[config.mk]
export PLATFORM = sky130hd
export DESIGN_NAME = bit_banged_serial_terminal_link_flat
export DESIGN_NICKNAME = d
export VERILOG_FILES = /design/src/sv/btl_pkg.sv /design/src/sv/btl_if.sv /design/src/sv/btl_cfg.sv /design/src/sv/btl_tx.sv /design/src/sv/btl_rx.sv /design/src/sv/bit_banged_serial_terminal_link.sv /design/src/flat_wrapper.sv
export SDC_FILE = /design/constraint.sdc
export NUM_CORES = 1
export LEC_CHECK = 0
export ABC_CLOCK_PERIOD_IN_PS = 7300
export BUFFER_PORTS_ARGS = -buffer_cell sky130_fd_sc_hd__buf_4
export CAP_MARGIN = 0
export CORE_UTILIZATION = 40
export DETAILED_ROUTE_END_ITERATION = 10
export PLACE_DENSITY = 0.52
export SYNTH_ARGS = -nofsm -noshare
export SYNTH_HDL_FRONTEND = slang
export SYNTH_SLANG_ARGS = --single-unit
[constraint.sdc]
create_clock -name clk -period 7.3 [get_ports clk]
set_input_delay 1.46 -clock clk [delete_from_list [all_inputs] [get_ports clk]]
set_output_delay 1.46 -clock clk [all_outputs]
set_load 0.05 [all_outputs]
[src/sv/btl_pkg.sv]
// Shared types, constants and helper functions for the serial terminal link.
// No dependencies; every other file in the project but btl_if uses this package.
`default_nettype none

package btl_pkg;

	typedef enum logic [1:0] {
		ACT_TICK = 2'd0,
		ACT_QCHG = 2'd1,
		ACT_HOST = 2'd2,
		ACT_CTRL = 2'd3
	} action_t;

	typedef enum logic [2:0] {
		REG_EIGHT_DATA_BITS    = 3'd0,
		REG_PARITY_ENABLE      = 3'd1,
		REG_PARITY_EVEN        = 3'd2,
		REG_LINE_INVERT        = 3'd3,
		REG_FLAG_INVERT        = 3'd4,
		REG_SEND_BIT_PERIOD    = 3'd5,
		REG_RECEIVE_BIT_PERIOD = 3'd6
	} reg_idx_t;

	localparam logic [7:0]  CTRL_DISABLE      = 8'h40;
	localparam logic [7:0]  CTRL_ENABLE       = 8'h80;
	localparam logic [15:0] RESET_BIT_PERIOD  = 16'd651;
	localparam logic [7:0]  PARITY_ERROR_BYTE = 8'd2;

	typedef struct packed {
		logic        eight_data_bits;
		logic        parity_enable;
		logic        parity_even;
		logic        line_invert;
		logic        flag_invert;
		logic [15:0] send_bit_period;
		logic [15:0] receive_bit_period;
	} cfg_t;

	typedef struct packed {
		logic       fire;
		action_t    action;
		logic [7:0] data;
		logic       q_level;
	} step_t;

	// zero period counts as one
	function automatic logic [15:0] period_of(input logic [15:0] p);
		period_of = (p == 16'd0) ? 16'd1 : p;
	endfunction

	function automatic logic calc_parity(input logic [7:0] v, input logic eight,
			input logic even);
		calc_parity = (^(v & {eight, 7'h7f})) ^ ~even;
	endfunction

endpackage

`default_nettype wire

[src/sv/btl_if.sv]
// Handshake channels of the serial terminal link: items in, results out, config writes.
// No dependencies.
`default_nettype none

interface btl_item_if;
	logic       valid;
	logic       ready;
	logic [1:0] action;
	logic [7:0] data;
	logic       q_level;
	modport source (output valid, action, data, q_level, input ready);
	modport sink (input valid, action, data, q_level, output ready);
endinterface

interface btl_result_if;
	logic       valid;
	logic       ready;
	logic       flag_level;
	logic [6:0] received_byte;
	logic       received_valid;
	logic       send_pending;
	modport source (output valid, flag_level, received_byte, received_valid, send_pending,
		input ready);
	modport sink (input valid, flag_level, received_byte, received_valid, send_pending,
		output ready);
endinterface

interface btl_cfg_if;
	logic        valid;
	logic        ready;
	logic [2:0]  index;
	logic [15:0] data;
	modport source (output valid, index, data, input ready);
	modport sink (input valid, index, data, output ready);
endinterface

`default_nettype wire

[src/sv/btl_cfg.sv]
// Configuration register file of the serial terminal link.
// Depends on btl_pkg and btl_cfg_if.
`default_nettype none

module btl_cfg (
	input  wire logic    clk,
	input  wire logic    arst_n,
	btl_cfg_if.sink      cfg,
	output btl_pkg::cfg_t regs
);

	btl_pkg::cfg_t regs_q;

	assign cfg.ready = 1'b1;
	assign regs = regs_q;

	always_ff @(posedge clk or negedge arst_n) begin
		if (!arst_n) begin
			regs_q.eight_data_bits    <= 1'b1;
			regs_q.parity_enable      <= 1'b0;
			regs_q.parity_even        <= 1'b1;
			regs_q.line_invert        <= 1'b1;
			regs_q.flag_invert        <= 1'b1;
			regs_q.send_bit_period    <= btl_pkg::RESET_BIT_PERIOD;
			regs_q.receive_bit_period <= btl_pkg::RESET_BIT_PERIOD;
		end else if (cfg.valid) begin
			unique case (btl_pkg::reg_idx_t'(cfg.index))
				btl_pkg::REG_EIGHT_DATA_BITS:    regs_q.eight_data_bits    <= cfg.data[0];
				btl_pkg::REG_PARITY_ENABLE:      regs_q.parity_enable      <= cfg.data[0];
				btl_pkg::REG_PARITY_EVEN:        regs_q.parity_even        <= cfg.data[0];
				btl_pkg::REG_LINE_INVERT:        regs_q.line_invert        <= cfg.data[0];
				btl_pkg::REG_FLAG_INVERT:        regs_q.flag_invert        <= cfg.data[0];
				btl_pkg::REG_SEND_BIT_PERIOD:    regs_q.send_bit_period    <= cfg.data;
				btl_pkg::REG_RECEIVE_BIT_PERIOD: regs_q.receive_bit_period <= cfg.data;
				default: ;
			endcase
		end
	end

endmodule

`default_nettype wire

[src/sv/btl_tx.sv]
// Transmit framer: host byte to start, data, parity and stop bits on the flag line.
// Also holds the link enable set by control writes. Depends on btl_pkg.
`default_nettype none

module btl_tx (
	input  wire logic          clk,
	input  wire logic          arst_n,
	input  btl_pkg::step_t     step,
	input  btl_pkg::cfg_t      regs,
	output logic               serial_bit,
	output logic               pending
);

	logic [7:0]  shift_q, shift_d;
	logic        busy_q, busy_d;
	logic [15:0] cnt_q, cnt_d;
	logic [3:0]  bits_q, bits_d;
	logic        par_q, par_d;
	logic        pend_q, pend_d;
	logic        ser_q, ser_d;
	logic        en_q, en_d;
	logic [15:0] period;

	assign period = btl_pkg::period_of(regs.send_bit_period);

	always_comb begin
		shift_d = shift_q;
		busy_d  = busy_q;
		cnt_d   = cnt_q;
		bits_d  = bits_q;
		par_d   = par_q;
		pend_d  = pend_q;
		ser_d   = ser_q;
		en_d    = en_q;
		case (step.action)
			btl_pkg::ACT_TICK: begin
				if (busy_q) begin
					cnt_d = cnt_q - 16'd1;
					if (cnt_q == 16'd1) begin
						ser_d   = shift_q[0];
						shift_d = {1'b1, shift_q[7:1]};
						cnt_d   = period;
						if (regs.parity_enable && bits_q == 4'd3) ser_d = par_q;
						if (bits_q == 4'd2) ser_d = 1'b1;
						bits_d = bits_q - 4'd1;
						if (bits_d == 4'd0) begin
							shift_d = 8'd0;
							pend_d  = 1'b0;
							busy_d  = 1'b0;
						end
					end
				end else if (pend_q && en_q) begin
					ser_d  = 1'b0;
					par_d  = btl_pkg::calc_parity(shift_q, regs.eight_data_bits,
						regs.parity_even);
					cnt_d  = period;
					busy_d = 1'b1;
					bits_d = 4'd9 + {3'd0, regs.eight_data_bits} + {3'd0, regs.parity_enable};
				end
			end
			btl_pkg::ACT_HOST: begin
				if (!busy_q) begin
					shift_d = step.data;
					pend_d  = 1'b1;
				end
			end
			btl_pkg::ACT_CTRL: begin
				if (step.data == btl_pkg::CTRL_DISABLE) en_d = 1'b0;
				if (step.data == btl_pkg::CTRL_ENABLE) en_d = 1'b1;
			end
			default: ;
		endcase
	end

	assign serial_bit = ser_d;
	assign pending    = pend_d;

	always_ff @(posedge clk or negedge arst_n) begin
		if (!arst_n) begin
			shift_q <= 8'd0;
			busy_q  <= 1'b0;
			cnt_q   <= 16'd0;
			bits_q  <= 4'd0;
			par_q   <= 1'b0;
			pend_q  <= 1'b0;
			ser_q   <= 1'b1;
			en_q    <= 1'b1;
		end else if (step.fire) begin
			shift_q <= shift_d;
			busy_q  <= busy_d;
			cnt_q   <= cnt_d;
			bits_q  <= bits_d;
			par_q   <= par_d;
			pend_q  <= pend_d;
			ser_q   <= ser_d;
			en_q    <= en_d;
		end
	end

endmodule

`default_nettype wire

[src/sv/btl_rx.sv]
// Receive sampler: Q line edge starts a frame, bits sampled mid-period and shifted in.
// Depends on btl_pkg.
`default_nettype none

module btl_rx (
	input  wire logic      clk,
	input  wire logic      arst_n,
	input  btl_pkg::step_t step,
	input  btl_pkg::cfg_t  regs,
	output logic           rx_valid,
	output logic [6:0]     rx_byte
);

	logic        busy_q, busy_d;
	logic [16:0] cnt_q, cnt_d, cnt_m;
	logic [3:0]  bits_q, bits_d;
	logic [7:0]  shift_q, shift_d, sh;
	logic [15:0] period;
	logic        bit_in;

	assign period = btl_pkg::period_of(regs.receive_bit_period);

	always_comb begin
		busy_d   = busy_q;
		cnt_d    = cnt_q;
		bits_d   = bits_q;
		shift_d  = shift_q;
		rx_valid = 1'b0;
		rx_byte  = 7'd0;
		cnt_m    = cnt_q - 17'd1;
		bit_in   = ~(step.q_level ^ regs.line_invert);
		sh       = shift_q;
		case (step.action)
			btl_pkg::ACT_TICK: begin
				if (busy_q) begin
					cnt_d = cnt_m;
					if (cnt_m == 17'd0) begin
						if (regs.parity_enable) begin
							if (bits_q > 4'd2) sh = {bit_in, sh[7:1]};
							if (bits_q == 4'd2) begin
								if (!regs.eight_data_bits) sh = {1'b0, sh[7:1]};
								if (btl_pkg::calc_parity(sh, regs.eight_data_bits,
										regs.parity_even) != bit_in)
									sh = btl_pkg::PARITY_ERROR_BYTE;
							end
						end else begin
							if (bits_q > 4'd1) sh = {bit_in, sh[7:1]};
							if (bits_q == 4'd1 && !regs.eight_data_bits) sh = {1'b0, sh[7:1]};
						end
						cnt_d  = {1'b0, period};
						bits_d = bits_q - 4'd1;
						if (bits_d == 4'd0) begin
							busy_d   = 1'b0;
							sh       = {1'b0, sh[6:0]};
							rx_valid = 1'b1;
							rx_byte  = sh[6:0];
						end
						shift_d = sh;
					end
				end
			end
			btl_pkg::ACT_QCHG: begin
				if (!busy_q && (step.data[0] ^ regs.line_invert)) begin
					cnt_d   = {1'b0, period} + {2'b0, period[15:1]};
					bits_d  = 4'd8 + {3'd0, regs.eight_data_bits} + {3'd0, regs.parity_enable};
					shift_d = 8'd0;
					busy_d  = 1'b1;
				end
			end
			default: ;
		endcase
	end

	always_ff @(posedge clk or negedge arst_n) begin
		if (!arst_n) begin
			busy_q  <= 1'b0;
			cnt_q   <= 17'd0;
			bits_q  <= 4'd0;
			shift_q <= 8'd0;
		end else if (step.fire) begin
			busy_q  <= busy_d;
			cnt_q   <= cnt_d;
			bits_q  <= bits_d;
			shift_q <= shift_d;
		end
	end

endmodule

`default_nettype wire

[src/sv/bit_banged_serial_terminal_link.sv]
// Serial terminal link between a host byte stream, a CPU flag pin and the Q line.
// Top level; depends on btl_pkg, btl_if, btl_cfg, btl_tx and btl_rx.
//
// Each accepted item is one action: a tick, a Q line change, a host byte or a
// control write, and gives exactly one result. The block takes one item per
// clock cycle while its results are taken: each item waits in the input
// register, then the framer and sampler update their state and load the
// result register. Bit timing is counted in tick items, not clock cycles.
// A full result register that is not taken holds the input side after one more
// item. Configuration writes are always ready and apply from the next item on.
`default_nettype none

module bit_banged_serial_terminal_link (
	input  wire logic    clk,
	input  wire logic    arst_n,
	btl_item_if.sink     item_in,
	btl_result_if.source result_out,
	btl_cfg_if.sink      cfg
);

	btl_pkg::cfg_t   regs;
	btl_pkg::step_t  step;

	logic       valid_s1;
	logic [1:0] action_s1;
	logic [7:0] data_s1;
	logic       q_s1;

	logic       valid_s2;
	logic       flag_s2;
	logic [6:0] byte_s2;
	logic       rxv_s2;
	logic       pend_s2;

	logic       adv;
	logic       serial_bit;
	logic       pending;
	logic       rx_valid;
	logic [6:0] rx_byte;

	assign adv           = valid_s1 && (!valid_s2 || result_out.ready);
	assign item_in.ready = !valid_s1 || adv;

	assign step.fire    = adv;
	assign step.action  = btl_pkg::action_t'(action_s1);
	assign step.data    = data_s1;
	assign step.q_level = q_s1;

	btl_cfg u_cfg (
		.clk    (clk),
		.arst_n (arst_n),
		.cfg    (cfg),
		.regs   (regs)
	);

	btl_tx u_tx (
		.clk        (clk),
		.arst_n     (arst_n),
		.step       (step),
		.regs       (regs),
		.serial_bit (serial_bit),
		.pending    (pending)
	);

	btl_rx u_rx (
		.clk      (clk),
		.arst_n   (arst_n),
		.step     (step),
		.regs     (regs),
		.rx_valid (rx_valid),
		.rx_byte  (rx_byte)
	);

	always_ff @(posedge clk or negedge arst_n) begin
		if (!arst_n) begin
			valid_s1 <= 1'b0;
			valid_s2 <= 1'b0;
		end else begin
			valid_s1 <= (item_in.valid && item_in.ready) || (valid_s1 && !adv);
			valid_s2 <= adv || (valid_s2 && !result_out.ready);
		end
	end

	always_ff @(posedge clk) begin
		if (item_in.valid && item_in.ready) begin
			action_s1 <= item_in.action;
			data_s1   <= item_in.data;
			q_s1      <= item_in.q_level;
		end
		if (adv) begin
			flag_s2 <= serial_bit ^ regs.flag_invert;
			byte_s2 <= rx_byte;
			rxv_s2  <= rx_valid;
			pend_s2 <= pending;
		end
	end

	assign result_out.valid          = valid_s2;
	assign result_out.flag_level     = flag_s2;
	assign result_out.received_byte  = byte_s2;
	assign result_out.received_valid = rxv_s2;
	assign result_out.send_pending   = pend_s2;

endmodule

`default_nettype wire

[src/flat_wrapper.sv]
// flat-port wrapper written by rule: the top's interface ports become plain ports
module bit_banged_serial_terminal_link_flat 
  (clk, arst_n, item_in_valid, item_in_action, item_in_data, item_in_q_level, item_in_ready, result_out_valid, result_out_flag_level, result_out_received_byte, result_out_received_valid, result_out_send_pending, result_out_ready, cfg_valid, cfg_index, cfg_data, cfg_ready);
  btl_item_if item_in_i ();
  btl_result_if result_out_i ();
  btl_cfg_if cfg_i ();
  input  wire logic clk;
  input  wire logic arst_n;
  input wire logic [$bits(item_in_i.valid)-1:0] item_in_valid;
  input wire logic [$bits(item_in_i.action)-1:0] item_in_action;
  input wire logic [$bits(item_in_i.data)-1:0] item_in_data;
  input wire logic [$bits(item_in_i.q_level)-1:0] item_in_q_level;
  output wire logic [$bits(item_in_i.ready)-1:0] item_in_ready;
  output wire logic [$bits(result_out_i.valid)-1:0] result_out_valid;
  output wire logic [$bits(result_out_i.flag_level)-1:0] result_out_flag_level;
  output wire logic [$bits(result_out_i.received_byte)-1:0] result_out_received_byte;
  output wire logic [$bits(result_out_i.received_valid)-1:0] result_out_received_valid;
  output wire logic [$bits(result_out_i.send_pending)-1:0] result_out_send_pending;
  input wire logic [$bits(result_out_i.ready)-1:0] result_out_ready;
  input wire logic [$bits(cfg_i.valid)-1:0] cfg_valid;
  input wire logic [$bits(cfg_i.index)-1:0] cfg_index;
  input wire logic [$bits(cfg_i.data)-1:0] cfg_data;
  output wire logic [$bits(cfg_i.ready)-1:0] cfg_ready;
  assign item_in_i.valid = item_in_valid;
  assign item_in_i.action = item_in_action;
  assign item_in_i.data = item_in_data;
  assign item_in_i.q_level = item_in_q_level;
  assign item_in_ready = item_in_i.ready;
  assign result_out_valid = result_out_i.valid;
  assign result_out_flag_level = result_out_i.flag_level;
  assign result_out_received_byte = result_out_i.received_byte;
  assign result_out_received_valid = result_out_i.received_valid;
  assign result_out_send_pending = result_out_i.send_pending;
  assign result_out_i.ready = result_out_ready;
  assign cfg_i.valid = cfg_valid;
  assign cfg_i.index = cfg_index;
  assign cfg_i.data = cfg_data;
  assign cfg_ready = cfg_i.ready;
  bit_banged_serial_terminal_link u_core (.clk(clk), .arst_n(arst_n), .item_in(item_in_i), .result_out(result_out_i), .cfg(cfg_i));
endmodule
==> results of run 1 <==
## power groups by stage
stage	registers [mW]	logic [mW]	clock network [mW]
2_1_floorplan	1.07	0.850	0
3_3_place_gp	1.14	1.05	0
3_5_place_dp	1.15	1.06	0
4_1_cts	1.14	1.07	0.902
5_1_grt	1.18	1.20	0.930
6_report	1.15	1.07	0.881
## routing by layer
metal / up-vias / track usage [%] / share of wire [%]
met5: - / 0 / 0
met4: 0 / 7.50 / 1.8
met3: 24 / 4.37 / 4.2
met2: 195 / 33.9 / 46
met1: 3284 / 30.7 / 48
li1: 3339 / - / -
## worst max path at each step
stage | startpoint | to | slack (ns) | cells past startpoint
floorplan | u_core.u_cfg.regs[14] | u_core.u_rx.cnt_q[15] | 3.61 | 15
global placement | u_core.u_cfg.regs[14] | u_core.u_rx.cnt_q[15] | 3.23 | 15
detailed placement | u_core.u_cfg.regs[14] | u_core.u_rx.cnt_q[15] | 3.03 | 15
CTS | u_core.u_cfg.regs[14] | u_core.u_rx.cnt_q[15] | 3.01 | 15
global route | u_core.u_cfg.regs[14] | u_core.u_rx.cnt_q[15] | 2.69 | 15
finish | u_core.u_cfg.regs[14] | u_core.u_rx.cnt_q[15] | 2.91 | 15
## cells in the mapped netlist, drive strengths merged, types with 7 or more instances
cell type	number	area (um2)
or3	14	92.6
clkbuf	36	135
nor2	72	294
a31oi	20	125
nand2	90	338
a21o	8	60.1
nor4	15	100
nor2b	9	56.3
ha	36	450
nor3	34	175
inv	37	139
dfstp	16	420
mux2	44	495
xnor2	25	219
edfxtp	21	631
buf	9	43.8
o22ai	11	75.1
nand3	32	173
or2	8	50.1
a21oi	55	279
dfrtp	86	2150
nand2b	12	75.1
nor3b	7	52.6
xor2	13	114
o21ai	80	400
and3	11	68.8
a211oi	10	75.1
## metrics by stage
stage / instances / cell area, um2 / setup slack, ns / utilization, % / hold WS (ns)
2_1_floorplan: 900 / 8070 / 3.61 / - / 0.404
3_3_place_gp: 1169 / 8600 / 3.23 / 43.9 / 0.427
3_5_place_dp: 1169 / 8600 / 3.03 / 43.9 / 0.433
4_1_cts: 1201 / 9200 / 3.01 / 47.0 / 0.451
5_1_grt: 1201 / 9200 / 2.69 / 47.0 / 0.478
6_report: 1201 / 9200 / 2.91 / 47.0 / 0.442
## state kept, by name, indices dropped and copies added, names as in the netlist, 2 cells and up
signal,cells
u_core.action_s1,2
u_core.u_tx.bits_q,4
u_core.data_s1,8
u_core.u_rx.shift_q,8
u_core.u_rx.bits_q,4
u_core.u_cfg.regs,37
u_core.u_rx.cnt_q,17
u_core.u_tx.cnt_q,16
u_core.u_tx.shift_q,8
u_core.result_out.received_byte,7
## final cells by class
cell class / instances / area [um2]
tap: 265 / 332
multi-input combinational: 695 / 4560
sequential: 123 / 3200
fill: 1909 / 10400
clock buffer: 22 / 464
timing repair buffer: 49 / 368
inverter: 37 / 139
clock inverter: 10 / 140
## kinds of logic after synthesis
family / Yosys count / share of synthesized area [%]
flip-flops: 123 / 39.7
adder cells (fa/ha/maj): 37 / 5.83
other: 1 / 0.0465
AND/OR/NAND/NOR: 332 / 21.1
buffers and inverters: 82 / 3.94
AO/OA/AOI/OAI: 237 / 18.2
XOR/XNOR: 39 / 4.40
multiplexers: 49 / 6.76
==> impl_results.md, run 1 <==
* Total Nets Final at around 1000
* RSZ-0062 raised after global routing: false
* Largest clock skew in the final design at ~0.012 ns
* Routability cong. at between 0.9 and 1
* Via count of the routed design at around 7000
* PD cells at between 300 and 400 nW/um2
* Fraction of registers with async set or reset after synthesis at around 83%
* Die W at approximately 140 um
* Post-Synthesis Net Count at about 1000
* Proportion of power drawn by flip-flops and latches at a little under two fifths
* Most frequent cells in the layout: sky130_fd_sc_hd__nand2_1, sky130_fd_sc_hd__dfrtp_1, sky130_fd_sc_hd__o21ai_0
* Layout overhead on the synthesized area at 14.0%
* Maximum vdd ir drop at between 0.15 and 0.2 mV
* Global routing usage summed across all routing layers at roughly 22%
* Count of pins over their slew limit at 0
* Destination of the worst register-to-register timing path: u_core.u_rx.cnt_q[15]
* Worst r2r path cells at 15
* Leading cell type in the layout, fill and taps excluded: sky130_fd_sc_hd__nand2_1
* Clk_lat worst skew at between 0.4 and 0.5 ns
* Finish-stage setup viols at 0
* Number of enable flip-flop cells after synthesis at 21
* Top cell family by delay on the critical path: simple AND/OR/NAND/NOR gates
* Worst path bufs/invs at 2
* CP Capture Type: flip-flop
* Library cell contributing the largest single delay on the critical path: sky130_fd_sc_hd__nor4_4
* Post_cts resized at 0
* Max clock buf depth at 2
* Total global routing overflow at 0
* Endpoint arrival time on the critical path at 4.70 ns
* Number of hold buffers added after cts at 0
* Startpoint of the tightest hold check path: u_core.data_s1[6]
* Part of the Yosys area used for sequential elements at just under 40%
* Sw power at approximately 1.2 mW
* Flop-to-flop setup slack at about 2.9 ns
* Antenna violations before repair at 0
* Hold Path Sink: u_core.u_tx.en_q
* Share of cells above drive strength 1 at between 10% and 20%
* Total Power at slightly above 3 mW
* Clock slew at reported path FFs at 0.06 ns
* Via count of the first global-routing pass at between 6000 and 7000
* Die height at 144 um
* Routed length per placed instance at between 15 and 20 um
* Startpoint types: flip-flop
* Seq cells post-synth at 123
* Maximum achievable frequency at around 230 MHz
* Fraction of power spent switching nets at 37.9%
* Summed negative setup slack over all endpoints at 0 ns
* DRC violation count after routing at 0
* First-pass GRT wire length at around 35000 um
* Critical Path, Cell by Cell: inv_1 -> ha_1 -> nand4_1 -> nor4_4 -> nand2b_1 -> inv_1 -> ha_1 -> a31o_2 -> a21oi_1 -> o21ai_0 -> a31oi_1 -> nor2_1 -> o21a_1 -> o2111a_1 -> nor4_1
* Worst hold path depth at 1
* Via density per instance at about 5.7
* Status: complete, no violations
* Relative contribution of the clock network to total power at 28.4%
* Leakage power of the design at ~3.7 nW
* CTS tree: built
* Ratio of final minimum period to clock period at 60.1%
* TritonCTS buffer count at 17
* Number of port buffers at 46
* Initial cell density of the core at between 40% and 50%
* Cell-internal power at 1.92 mW
* Maximum fanout encountered on the critical timing path at 18
* Detail Route Antenna Nets at 0
* Mean post-synth cell area at 8.97 um2
* First drt pass iteration count at 5
* Initial DRC count at approximately 560
* Time the final worst path needs with I/O delays and setup at approximately 4.4 ns
* CORE AREA at just under 20000 um2
* Least-Margin Pin Slew at a little over 1 ns
* Number of synthesis warnings at 0
* Number of clock sinks at about 120
* Final routed wirelength across all metal layers at about 21000 um
* Number of post-CTS setup repair buffers at 0
* Standard-cell row count at 51
* Path type of the worst setup path: reg -> reg
* Syn Inst Count at 900
* Max_slew headroom at between 30% and 40%
* Area of the die at approximately 21000 um2
* Mapped cell area at approximately 8100 um2
* Antenna Cells at 0
* Pin count of the biggest net entering global routing at 53
* Number of levels in the clock H-tree at 4
* Hold crit path type: reg -> reg
* Top FF cell, synth: sky130_fd_sc_hd__dfrtp_1
* Clock tree root buffer cell: sky130_fd_sc_hd__clkbuf_16
* Reg-to-reg critical path startpoint: u_core.u_cfg.regs[14]
* Data required time at the worst endpoint at between 7 and 8 ns
* Max Cap Viol at 0
* IO Count at 48
* Hpwl dp at 15400 um
* Part of the total power dissipated in combinational logic at between 30% and 40%
* Final Hold Fails at 0
* Number of distinct standard cells referenced by the synthesized netlist at 75
* Delay of the slowest critical-path stage at about 0.9 ns
No activity file was read; power rests on OpenSTA's default activity.
==> run 2, diff against run 1 <==
--- a/config.mk
+++ b/config.mk
@@ -5,7 +5,7 @@
 export SDC_FILE = /design/constraint.sdc
 export NUM_CORES = 1
 export LEC_CHECK = 0
-export ABC_CLOCK_PERIOD_IN_PS = 7300
+export ABC_CLOCK_PERIOD_IN_PS = 4500
 export BUFFER_PORTS_ARGS = -buffer_cell sky130_fd_sc_hd__buf_4
 export CAP_MARGIN = 0
 export CORE_UTILIZATION = 40
==> constraint.sdc (replaced) <==
create_clock -name clk -period 4.5 [get_ports clk]
set_input_delay 0.9 -clock clk [delete_from_list [all_inputs] [get_ports clk]]
set_output_delay 0.9 -clock clk [all_outputs]
set_load 0.05 [all_outputs]
==> run 2 against run 1 <==
- total power is 58% higher
- final cell count is 0.33% higher
- worst setup slack worse by 2.0 ns
- cell area is 0.23% lower
- largest cell class unchanged
- non-clock buffer count is 4 higher
- critical endpoint unchanged
- fmax is 21% higher
- die area stayed put
- via count is 0.82% higher
- critical path depth stayed put
- sequential power is 63% higher
- first-iteration DRC count is 10% higher
- register-to-register slack worse by 2.0 ns
==> impl_results.md, run 2 (synthesis gave the netlist of run 1 again) <==
* Status: complete, no violations
* Relative contribution of the clock network to total power at 26.8% (-1.6 points)
* Path type of the worst setup path: reg -> reg
* Largest clock skew in the final design at 0.0141 ns (+0.00181 ns)
* CTS tree: built
* Sw power at 1.97 mW (+67%)
* First drt pass iteration count at 7 (+2)
* Fraction of power spent switching nets at 40.1% (+2.1 points)
* Antenna Cells at 0 (unchanged)
* Number of hold buffers added after cts at 0 (unchanged)
* Max_slew headroom at 35.9% (+5.3 points)
* Maximum vdd ir drop at 0.357 mV (+90%)
* FILL cells at 1893 (-0.84%)
* Clock slew at reported path FFs at 0.06 ns (about the same)
* Clk_lat worst skew at 0.42 ns (about the same)
* Standard-cell row count at 51 (unchanged)
* Worst path bufs/invs at 2 (unchanged)
* Hold crit path type: reg -> reg
* Via count of the first global-routing pass at 6733 (+4.4%)
* Reg-to-reg critical path startpoint: u_core.u_cfg.regs[14]
* Leading cell type in the layout, fill and taps excluded: sky130_fd_sc_hd__nand2_1
* Post_cts resized at 0 (unchanged)
* Layout overhead on the synthesized area at 13.8%
* Number of port buffers at 46 (unchanged)
* Total Nets Final at 999 (+0.40%)
* Maximum achievable frequency at 275 MHz (+21%)
* First-pass GRT wire length at 35300 um (+0.95%)
* Delay of the slowest critical-path stage at 0.44 ns (-0.45 ns)
* Startpoint of the tightest hold check path: u_core.data_s1[6]
* Pin count of the biggest net entering global routing at 54 (+1.9%)
* CORE AREA at 19600 um2 (unchanged)
* Final routed wirelength across all metal layers at 21500 um (+0.19%)
* Flop-to-flop setup slack at 0.87 ns (-2.05 ns)
* Most frequent cells in the layout: sky130_fd_sc_hd__nand2_1, sky130_fd_sc_hd__dfrtp_1, sky130_fd_sc_hd__o21ai_0
* Max clock buf depth at 2 (unchanged)
* Count of pins over their slew limit at 0 (unchanged)
* RSZ-0062 raised after global routing: false
* TritonCTS buffer count at 17 (unchanged)
* Flip-flop count of the largest register, all copies and words added at 37 (unchanged)
* Endpoint arrival time on the critical path at 3.94 ns (-0.76 ns)
* Leakage power of the design at 3.69 nW (-0.31%)
* Top cell family by delay on the critical path: compound AO/OA/AOI/OAI gates
* Routed length per placed instance at 17.8 um (-0.14%)
* Area of the die at 20700 um2 (unchanged)
* Via count of the routed design at 6898 (+0.82%)
* Global routing usage summed across all routing layers at 22.1% (+0.068 points)
* Finished Core Util at 46.9% (-0.11 points)
* Critical path origin: u_core.u_cfg.regs[14]
* Finish-stage setup viols at 0 (unchanged)
* Time the final worst path needs with I/O delays and setup at 3.63 ns (-0.754 ns)
* Library cell contributing the largest single delay on the critical path: sky130_fd_sc_hd__dfrtp_1
* Die W at 144 um (unchanged)
* Startpoint types: flip-flop
* PD cells at 535 nW/um2 (+59%)
* Detail Route Antenna Nets at 0 (unchanged)
* Via density per instance at 5.72 (+0.48%)
* Clock tree root buffer cell: sky130_fd_sc_hd__clkbuf_16
* DRC violation count after routing at 0 (unchanged)
* Summed negative setup slack over all endpoints at 0 ns (unchanged)
* Routability cong. at 0.870 (-8.6%)
* Proportion of power drawn by flip-flops and latches at 38.0% (+1.0 points)
* Ratio of final minimum period to clock period at 80.8% (+21 points)
* Initial DRC count at 613 (+10%)
* Die height at 144 um (unchanged)
* Data required time at the worst endpoint at 4.80 ns (-2.81 ns)
* Share of cells above drive strength 1 at 17.9% (+0.56 points)
* Critical Path, Cell by Cell: inv_1 -> ha_1 -> nand4_1 -> nor4_4 -> nand2b_1 -> inv_1 -> ha_1 -> a31o_2 -> a21oi_1 -> o21ai_0 -> a31oi_1 -> nor2_1 -> o21a_1 -> o2111a_1 -> nor4_1
* Number of levels in the clock H-tree at 4 (unchanged)
* Total global routing overflow at 0 (unchanged)
* Hpwl dp at 15500 um (+0.40%)
* Antenna violations before repair at 0 (unchanged)
* IO Count at 48 (unchanged)
* CP Capture Type: flip-flop
* Maximum fanout encountered on the critical timing path at 5 (-13)
* Part of the total power dissipated in combinational logic at 35.2% (+0.6 points)
* Number of post-CTS setup repair buffers at 0 (unchanged)
* Cell-internal power at 2.94 mW (+53%)
* Number of clock sinks at 123 (unchanged)
* Initial cell density of the core at 41.2% (unchanged)
* Least-Margin Pin Slew at 0.957 ns (-0.0769 ns)
* Final Hold Fails at 0 (unchanged)
* Max Cap Viol at 0 (unchanged)
[run 2: cell count changes in the layout (fill, tap and decap cells not counted)]
cell,before,now
sky130_fd_sc_hd__bufinv_16,3,0
sky130_fd_sc_hd__inv_8,0,2
sky130_fd_sc_hd__clkinv_2,2,0
sky130_fd_sc_hd__inv_6,1,8
sky130_fd_sc_hd__buf_4,49,53
sky130_fd_sc_hd__clkbuf_8,2,0
sky130_fd_sc_hd__clkinvlp_4,1,3
sky130_fd_sc_hd__clkinv_4,2,1
sky130_fd_sc_hd__clkbuf_1,3,1
sky130_fd_sc_hd__inv_4,1,0
[run 2: final timing paths]
kind                                              end  cells past startpoint
worst max-delay path            u_core.u_rx.cnt_q[15]                     15
worst min-delay path                 u_core.u_tx.en_q                      1
worst max register to register  u_core.u_rx.cnt_q[15]                     15
worst min register to register       u_core.u_tx.en_q                      1
max in group asynchronous       u_core.u_cfg.regs[36]                      2
min in group asynchronous        u_core.u_rx.cnt_q[7]                      1
[run 2: final cells by class]
cell class / instances / area (um2) / area share, %
Clock buffer: 18 / 429 / 4.67
Clock inverter: 14 / 124 / 1.35
Inverter: 37 / 139 / 1.51
Multi-Input combinational cell: 695 / 4560 / 49.6
Sequential cell: 123 / 3200 / 34.9
Tap cell: 265 / 332 / 3.61
Timing Repair Buffer: 53 / 398 / 4.33
[run 2: power by group through the flow]
stage | logic [mW] | clock network, mW | registers (mW)
after floorplan | 1.38 | 0 | 1.73
after global placement | 1.69 | 0 | 1.85
after detailed placement | 1.71 | 0 | 1.87
after CTS | 1.72 | 1.34 | 1.86
after global routing | 1.93 | 1.39 | 1.92
final | 1.73 | 1.32 | 1.87
[run 2: through the flow]
step / instance area (um2) / total power [mW] / hold slack [ns] / instances / worst slack (ns)
floorplan: 8070 / 3.11 / 0.404 / 900 / 0.811
global placement: 8630 / 3.54 / 0.428 / 1173 / 1.02
detailed placement: 8630 / 3.58 / 0.434 / 1173 / 0.954
CTS: 9180 / 4.92 / 0.445 / 1205 / 0.894
global route: 9180 / 5.24 / 0.474 / 1205 / 0.607
finish: 9180 / 4.91 / 0.444 / 1205 / 0.866
[run 2: layer usage]
layer | part of all wire, % | GRT usage [%] | vias up
met2 | 47 | 35.1 | 140
met4 | 1.3 | 6.05 | 0
met5 | 0 | 0 | -
li1 | - | - | 3327
met1 | 49 | 30.7 | 3405
met3 | 3.0 | 3.94 | 26
